**src/sv/fsss_pkg.sv**
```systemverilog
// ----------------------------------------------------------------------------
// fsss_pkg
// Shared types and constants for the scoped frame slot stack.
// ----------------------------------------------------------------------------
package fsss_pkg;

   localparam int STACK_DEPTH_DEF = 64;
   localparam int OFFSET_BITS_DEF = 16;
   localparam int SLOT_W          = 16;

   typedef enum logic [1:0] {
      OP_ALLOC = 2'd0,
      OP_PUSH  = 2'd1,
      OP_POP   = 2'd2
   } opcode_type;

   typedef enum logic [2:0] {
      STATUS_DONE   = 3'd0,
      STATUS_OBJECT = 3'd1,
      STATUS_MARKER = 3'd2,
      STATUS_FULL   = 3'd3,
      STATUS_EMPTY  = 3'd4
   } status_type;

   typedef struct packed {
      opcode_type          opcode;
      logic [SLOT_W-1:0]   slot_size;
      logic                is_object;
   } req_type;

   typedef struct packed {
      status_type          status;
      logic [SLOT_W-1:0]   slot_offset;
   } rsp_type;

endpackage

```
**src/sv/fsss_mem.sv**
```systemverilog
// ----------------------------------------------------------------------------
// fsss_mem
// Entry store: one write port, one read port, registered read data.
// ----------------------------------------------------------------------------
module fsss_mem #(
   parameter int DEPTH   = 64,
   parameter int ENTRY_W = 34
) (
   input  logic                     clock,
   input  logic                     wr_en,
   input  logic [$clog2(DEPTH)-1:0] wr_addr,
   input  logic [ENTRY_W-1:0]       wr_data,
   input  logic                     rd_en,
   input  logic [$clog2(DEPTH)-1:0] rd_addr,
   output logic [ENTRY_W-1:0]       rd_data
);

   logic [ENTRY_W-1:0] mem [DEPTH];
   logic [ENTRY_W-1:0] rd_data_ff;

   always_ff @(posedge clock) begin
      if (wr_en) begin
         mem[wr_addr] <= wr_data;
      end
      if (rd_en) begin
         rd_data_ff <= mem[rd_addr];
      end
   end

   assign rd_data = rd_data_ff;

endmodule

```
**src/sv/fsss_ctrl.sv**
```systemverilog
// ----------------------------------------------------------------------------
// fsss_ctrl
// Request sequencer: push, allocate and the pop walk over the entry store.
// ----------------------------------------------------------------------------
module fsss_ctrl #(
   parameter int STACK_DEPTH = 64,
   parameter int OFFSET_BITS = 16,
   parameter int ENTRY_W     = 34
) (
   input  logic                           clock,
   input  logic                           reset,
   input  logic                           req_valid,
   output logic                           req_stall,
   input  fsss_pkg::req_type              req_payload,
   output logic                           res_valid,
   output fsss_pkg::rsp_type              res_payload,
   input  logic                           res_take,
   output logic                           wr_en,
   output logic [$clog2(STACK_DEPTH)-1:0] wr_addr,
   output logic [ENTRY_W-1:0]             wr_data,
   output logic                           rd_en,
   output logic [$clog2(STACK_DEPTH)-1:0] rd_addr,
   input  logic [ENTRY_W-1:0]             rd_data
);

   import fsss_pkg::*;

   localparam int ADDR_W = $clog2(STACK_DEPTH);
   localparam int CNT_W  = $clog2(STACK_DEPTH + 1);
   localparam int SUM_W  = ((OFFSET_BITS > SLOT_W) ? OFFSET_BITS : SLOT_W) + 1;

   typedef enum logic [1:0] {
      S_IDLE,
      S_WALK,
      S_RESULT
   } state_type;

   state_type              state_ff, state_in;
   logic [CNT_W-1:0]       count_ff, count_in;
   logic [OFFSET_BITS-1:0] offset_ff, offset_in;
   logic                   base_ff, base_in;
   logic                   rd_zero_ff, rd_zero_in;
   rsp_type                res_ff, res_in;

   logic [CNT_W-1:0]       top_idx;
   logic                   full;
   logic [SUM_W-1:0]       sum;
   logic                   ovf;
   logic [SLOT_W-1:0]      e_size;
   logic [OFFSET_BITS-1:0] e_start;
   logic                   e_obj;
   logic                   e_marker;

   assign top_idx  = count_ff - CNT_W'(1);
   assign full     = (count_ff == CNT_W'(STACK_DEPTH));
   assign sum      = SUM_W'(offset_ff) + SUM_W'(req_payload.slot_size);
   assign ovf      = |sum[SUM_W-1:OFFSET_BITS];
   assign e_size   = rd_data[ENTRY_W-1 -: SLOT_W];
   assign e_start  = rd_data[OFFSET_BITS+1:2];
   assign e_obj    = rd_data[1];
   assign e_marker = rd_data[0] | (rd_zero_ff & base_ff);

   assign req_stall   = (state_ff != S_IDLE);
   assign res_valid   = (state_ff == S_RESULT);
   assign res_payload = res_ff;

   always_comb begin
      state_in  = state_ff;
      count_in  = count_ff;
      offset_in = offset_ff;
      base_in   = base_ff;
      res_in    = res_ff;
      wr_en     = 1'b0;
      wr_addr   = count_ff[ADDR_W-1:0];
      wr_data   = '0;
      rd_en     = 1'b0;
      rd_addr   = top_idx[ADDR_W-1:0];
      unique case (state_ff)
         S_IDLE: begin
            if (req_valid) begin
               state_in = S_RESULT;
               res_in   = '{status: STATUS_DONE, slot_offset: '0};
               case (req_payload.opcode)
                  OP_ALLOC: begin
                     if (full || ovf) begin
                        res_in.status = STATUS_FULL;
                     end else begin
                        wr_en     = 1'b1;
                        wr_data   = {req_payload.slot_size, offset_ff,
                                     req_payload.is_object, 1'b0};
                        count_in  = count_ff + CNT_W'(1);
                        offset_in = sum[OFFSET_BITS-1:0];
                        res_in.slot_offset = SLOT_W'(offset_ff);
                        if (count_ff == '0) begin
                           base_in = 1'b0;
                        end
                     end
                  end
                  OP_PUSH: begin
                     if (full) begin
                        res_in.status = STATUS_FULL;
                     end else begin
                        wr_en    = 1'b1;
                        wr_data  = {{(ENTRY_W-1){1'b0}}, 1'b1};
                        count_in = count_ff + CNT_W'(1);
                        if (count_ff == '0) begin
                           base_in = 1'b0;
                        end
                     end
                  end
                  OP_POP: begin
                     if (count_ff == '0) begin
                        res_in.status = STATUS_EMPTY;
                     end else begin
                        rd_en    = 1'b1;
                        state_in = S_WALK;
                     end
                  end
                  default: begin
                  end
               endcase
            end
         end
         S_WALK: begin
            count_in = top_idx;
            if (e_marker) begin
               res_in   = '{status: STATUS_MARKER, slot_offset: '0};
               state_in = S_RESULT;
            end else begin
               offset_in = offset_ff - OFFSET_BITS'(e_size);
               if (e_obj) begin
                  res_in   = '{status: STATUS_OBJECT, slot_offset: SLOT_W'(e_start)};
                  state_in = S_RESULT;
               end else if (top_idx == '0) begin
                  res_in   = '{status: STATUS_EMPTY, slot_offset: '0};
                  state_in = S_RESULT;
               end else begin
                  rd_en   = 1'b1;
                  rd_addr = ADDR_W'(top_idx - CNT_W'(1));
               end
            end
         end
         S_RESULT: begin
            if (res_take) begin
               state_in = S_IDLE;
            end
         end
         default: begin
            state_in = S_IDLE;
         end
      endcase
      rd_zero_in = rd_en ? (rd_addr == '0) : rd_zero_ff;
   end

   always_ff @(posedge clock) begin
      if (reset) begin
         state_ff   <= S_IDLE;
         count_ff   <= CNT_W'(1);
         offset_ff  <= '0;
         base_ff    <= 1'b1;
         rd_zero_ff <= 1'b0;
      end else begin
         state_ff   <= state_in;
         count_ff   <= count_in;
         offset_ff  <= offset_in;
         base_ff    <= base_in;
         rd_zero_ff <= rd_zero_in;
      end
      res_ff <= res_in;
   end

endmodule

```
**src/sv/scoped_frame_slot_stack.sv**
```systemverilog
// ----------------------------------------------------------------------------
// scoped_frame_slot_stack
// Scoped allocator for frame slots over a stack of locals and scope markers.
//
// A request carries an opcode (allocate, push scope, pop), a slot size and an
// object flag; every request gives exactly one response with a status and a
// slot offset. Both channels use valid and stall.
// Allocate and push scope need no walk; a pop walks the stack one entry
// at a time, since each entry costs one read of the single entry memory.
// A request is taken at the first edge after the previous one has left
// the sequencer; its response then moves into the output register.
// While the receiver stalls, the response waits in the output register and
// one more request is taken and worked; its response waits in the sequencer
// and no further request is taken until it moves on.
// Reset (synchronous) leaves one scope marker on the stack and the frame
// offset at zero; no clearing pass is needed.
// ----------------------------------------------------------------------------
module scoped_frame_slot_stack #(
   parameter int STACK_DEPTH = fsss_pkg::STACK_DEPTH_DEF,
   parameter int OFFSET_BITS = fsss_pkg::OFFSET_BITS_DEF
) (
   input  logic              clock,
   input  logic              reset,
   input  logic              req_valid,
   output logic              req_stall,
   input  fsss_pkg::req_type req_payload,
   output logic              rsp_valid,
   input  logic              rsp_stall,
   output fsss_pkg::rsp_type rsp_payload
);

   import fsss_pkg::*;

   localparam int ADDR_W  = $clog2(STACK_DEPTH);
   localparam int ENTRY_W = SLOT_W + OFFSET_BITS + 2;

   logic               res_valid;
   rsp_type            res_payload;
   logic               res_take;
   logic               wr_en;
   logic [ADDR_W-1:0]  wr_addr;
   logic [ENTRY_W-1:0] wr_data;
   logic               rd_en;
   logic [ADDR_W-1:0]  rd_addr;
   logic [ENTRY_W-1:0] rd_data;

   logic               rsp_valid_ff;
   rsp_type            rsp_payload_ff;

   fsss_ctrl #(
      .STACK_DEPTH (STACK_DEPTH),
      .OFFSET_BITS (OFFSET_BITS),
      .ENTRY_W     (ENTRY_W)
   ) u_ctrl (
      .clock       (clock),
      .reset       (reset),
      .req_valid   (req_valid),
      .req_stall   (req_stall),
      .req_payload (req_payload),
      .res_valid   (res_valid),
      .res_payload (res_payload),
      .res_take    (res_take),
      .wr_en       (wr_en),
      .wr_addr     (wr_addr),
      .wr_data     (wr_data),
      .rd_en       (rd_en),
      .rd_addr     (rd_addr),
      .rd_data     (rd_data)
   );

   fsss_mem #(
      .DEPTH   (STACK_DEPTH),
      .ENTRY_W (ENTRY_W)
   ) u_mem (
      .clock   (clock),
      .wr_en   (wr_en),
      .wr_addr (wr_addr),
      .wr_data (wr_data),
      .rd_en   (rd_en),
      .rd_addr (rd_addr),
      .rd_data (rd_data)
   );

   assign res_take = res_valid && (!rsp_valid_ff || !rsp_stall);

   always_ff @(posedge clock) begin
      if (reset) begin
         rsp_valid_ff <= 1'b0;
      end else if (res_take) begin
         rsp_valid_ff <= 1'b1;
      end else if (!rsp_stall) begin
         rsp_valid_ff <= 1'b0;
      end
      if (res_take) begin
         rsp_payload_ff <= res_payload;
      end
   end

   assign rsp_valid   = rsp_valid_ff;
   assign rsp_payload = rsp_payload_ff;

endmodule

```
**config.mk**
```make
export PLATFORM = sky130hd
export DESIGN_NAME = scoped_frame_slot_stack
export DESIGN_NICKNAME = d
export VERILOG_FILES = /design/src/sv/fsss_pkg.sv /design/src/sv/fsss_mem.sv /design/src/sv/fsss_ctrl.sv /design/src/sv/scoped_frame_slot_stack.sv
export SDC_FILE = /design/constraint.sdc
export NUM_CORES = 2
export LEC_CHECK = 0
export ABC_AREA = 0
export BUFFER_PORTS_ARGS = -buffer_cell sky130_fd_sc_hd__buf_2
export CAP_MARGIN = 20
export CORE_ASPECT_RATIO = 1.1
export CORE_MARGIN = 10
export CORE_UTILIZATION = 60
export CTS_CLUSTER_DIAMETER = 100
export DETAILED_ROUTE_END_ITERATION = 10
export GPL_TIMING_DRIVEN = 1
export PLACE_DENSITY = 0.76
export SYNTH_ARGS = -nofsm -noshare
export SYNTH_HDL_FRONTEND = slang
export SYNTH_HIERARCHICAL = 1
export SYNTH_SLANG_ARGS = --single-unit
```
**constraint.sdc**
```tcl
create_clock -name clock -period 9.8 [get_ports clock]
set_input_delay 0.49 -clock clock [delete_from_list [all_inputs] [get_ports clock]]
set_output_delay 0.49 -clock clock [all_outputs]
set_load 0.01 [all_outputs]
```
==> qor.yml <==
grt_pass1_wl_mm: 332
peakVddDrop_uv: 191
maxSlewHeadroom_pct: 13.1
antenna_found_initial: 13
whs_ns: 0.0824
met1_usage_pct: 37.4
tightest_slew_ns: 1.29
rsz0062_at_grt: "false"
syn_nets: 4373
ant_nets: 0
power_density_nw_per_um2: 212
startpoint_type: "flip-flop"
cts_buffer_depth: 3
drt_iter0_drc: 6678
worstReg2RegStart: "u_ctrl/count_ff[0]"
die_h_um: 424
critPathMaxFanout: 46
io_pins: 44
synthesis.area_um2: 89100
ys_seq_area_share_pct: 76.4
totalWireLength_mm: 231
cp-end-kind: "flip-flop"
wl_per_cell_um: 35.1
cts_htree_levels: 4
gr-usage-met3_pct: 6.26
dr.pass1.iters: 6
syn_area_per_cell_um2: 20.7
syn_to_final_growth_pct: 11.4
synth_cells: 4312
post-synth-top-count-cell: "edfxtp_1"
port_buffers: 43
cp_data_arrival_time_ns: 7.21
nNetsFinal: 4536
use_met2_pct: 44.9
min_period_ns: 6.52
gp_congestion: 0.940
cts_buffers: 205
hold_path.class: "in2reg"
globalRoute.busiestLayer: "met2"
fmax_ghz: 0.153
drive_above_1_share_pct: 24.7
maxSlewViolCount: 0
dieArea_um2: 164000
initial_utilization_pct: 60.3
overflow: 0
synth_area_leaders: "edfxtp_1, mux4_2, mux2i_1"
synth_enable_flop_cells: 2248
synthDominantCellAreaShare_pct: 75.8
drc: 0
fin_ws_ns: 3.28
max_cap_violations: 0
grt_pass1_vias: 45600
power_leakage_uw: 0.0307
grt_max_degree: 124
multi_input_area_um2: 20300
clockRootBuffer: "clkbuf_16"
crit_required_ns: 10.49
dpl_worst_slack_ns: 3.42
final-hold-violation-count: 0
synthArstFlopShare_pct: 0
cts_resized: 0
via_per_inst: 6.95
seqCellArea_um2: 68100
rows: 148
vias: 45800
setup_viol: 0
ys_types: 79
ys_ff_latch: 2276
dpl.hpwl_mm: 127
fill_cells: 8943
holdCritStartpoint: "req_payload[18]"
final.period_utilization_pct: 66.5
core_um2: 148000
synthTopCellsByCount: "edfxtp_1, mux4_2, mux2i_1"
cts_sinks: 2276
cts_tree: "yes"
dominantRegCellSynth: "edfxtp_1"
clk_pin_slew_ns: 0.07
die_w_um: 387
setup_tns_ns: 0
path_class: "reg2reg"
yosys.area.top_type: "edfxtp_1"
skew_ns: 0.0479
grtUsageTotal_pct: 28.2
crit_start: "u_ctrl/count_ff[0]"
outcome: "complete, no violations"
insertion_delay_ns: 0.87
ys_warn_count: 6
[cells by family after synthesis]
group	Yosys count	share of synthesized area (%)
DFF	2276	76.4
AOI/OAI and AO/OA	463	3.78
buffers and inverters	274	1.58
muxes	682	14.4
xor gates and xnor gates	31	0.305
and+or+nand+nor	548	3.03
adders and majority gates	38	0.550
[path summary, 6_finish.rpt]
| path | to | slack, ns | cells past startpoint |
|---|---|---|---|
| worst max-delay path | u_mem/rd_data[31] | 3.28 | 14 |
| worst min-delay path | u_ctrl/base_ff | 0.08 | 5 |
| worst max register to register | u_mem/rd_data[31] | 3.28 | 14 |
| worst min register to register | rsp_payload[4] | 0.42 | 0 |
[layer usage]
layer,vias up,wire length (µm)
met5,-,53
met4,8,12800
met3,508,26200
met2,3032,111000
met1,23900,81000
li1,18400,-
[worst max-delay path: stages (launching register included)]
cell and delay (ns):
dfxtp_1 0.85, inv_1 0.21, ha_1 0.36, xnor2_1 0.54
nand3_1 0.15, o21ai_0 0.11, nand2_1 0.12, o21ai_4 0.14
buf_4 0.68, nor2b_4 0.78, buf_4 0.83, a22oi_1 0.17
nand4_1 0.38, o21ai_0 0.59, a21oi_1 0.30
[registers in the layout, indices dropped and copies added, names as in the netlist]
register            flops
rsp_valid               1
u_mem/mem            2176
u_ctrl/res_payload     19
u_ctrl/count_ff         7
u_ctrl/offset_ff       16
u_ctrl/state_ff         2
u_mem/rd_data          34
u_ctrl/rd_zero_ff       1
u_ctrl/base_ff          1
rsp_payload            19
[cells in the final DEF (no fill, tap or decap), drive strengths merged, types with 53 or more instances in the layout]
| master | instances |
|---|---|
| a21oi | 53 |
| a22oi | 56 |
| buf | 198 |
| clkbuf | 247 |
| clkinv | 82 |
| edfxtp | 2248 |
| mux2 | 57 |
| mux2i | 153 |
| mux4 | 472 |
| nand2 | 122 |
| nand3 | 84 |
| nor2 | 136 |
| o22ai | 89 |
[what timing repair did]
item / 4_1_cts / 5_1_grt
hold endpoints to repair: 3 / 0
hold buffers: 3 / 0
setup buffers: 0 / 0
[final cells by class]
| cell class | count | share of cell area (%) |
|---|---|---|
| inverter | 29 | 0.110 |
| tap | 1950 | 2.46 |
| timing repair buffer | 201 | 1.67 |
| clock buffer | 247 | 5.37 |
| antenna | 6 | 0.0151 |
| clock inverter | 120 | 1.39 |
| sequential | 2276 | 68.6 |
| multi-input combinational | 1762 | 20.4 |
[per-stage QoR]
step / std cells / instance area [µm²] / power, µW / util (%)
after detailed placement: 6210 / 92400 / 13200 / 62.5
after CTS: 6580 / 99200 / 21100 / 67.1
after global routing: 6585 / 99200 / 21600 / 67.2
after floorplan: 4312 / 89100 / 12300 / -
final: 6591 / 99300 / 21000 / 67.2
after global placement: 6202 / 92300 / 13100 / 62.5
[power breakdown]
| part | switching, µW | internal [µW] | total (µW) |
|---|---|---|---|
| Sequential | 41.6 | 10700 | 10700 |
| Combinational | 1460 | 825 | 2290 |
| Clock | 3510 | 4520 | 8030 |
| Total | 5010 | 16000 | 21000 |
(Power assumes the default switching activity.)
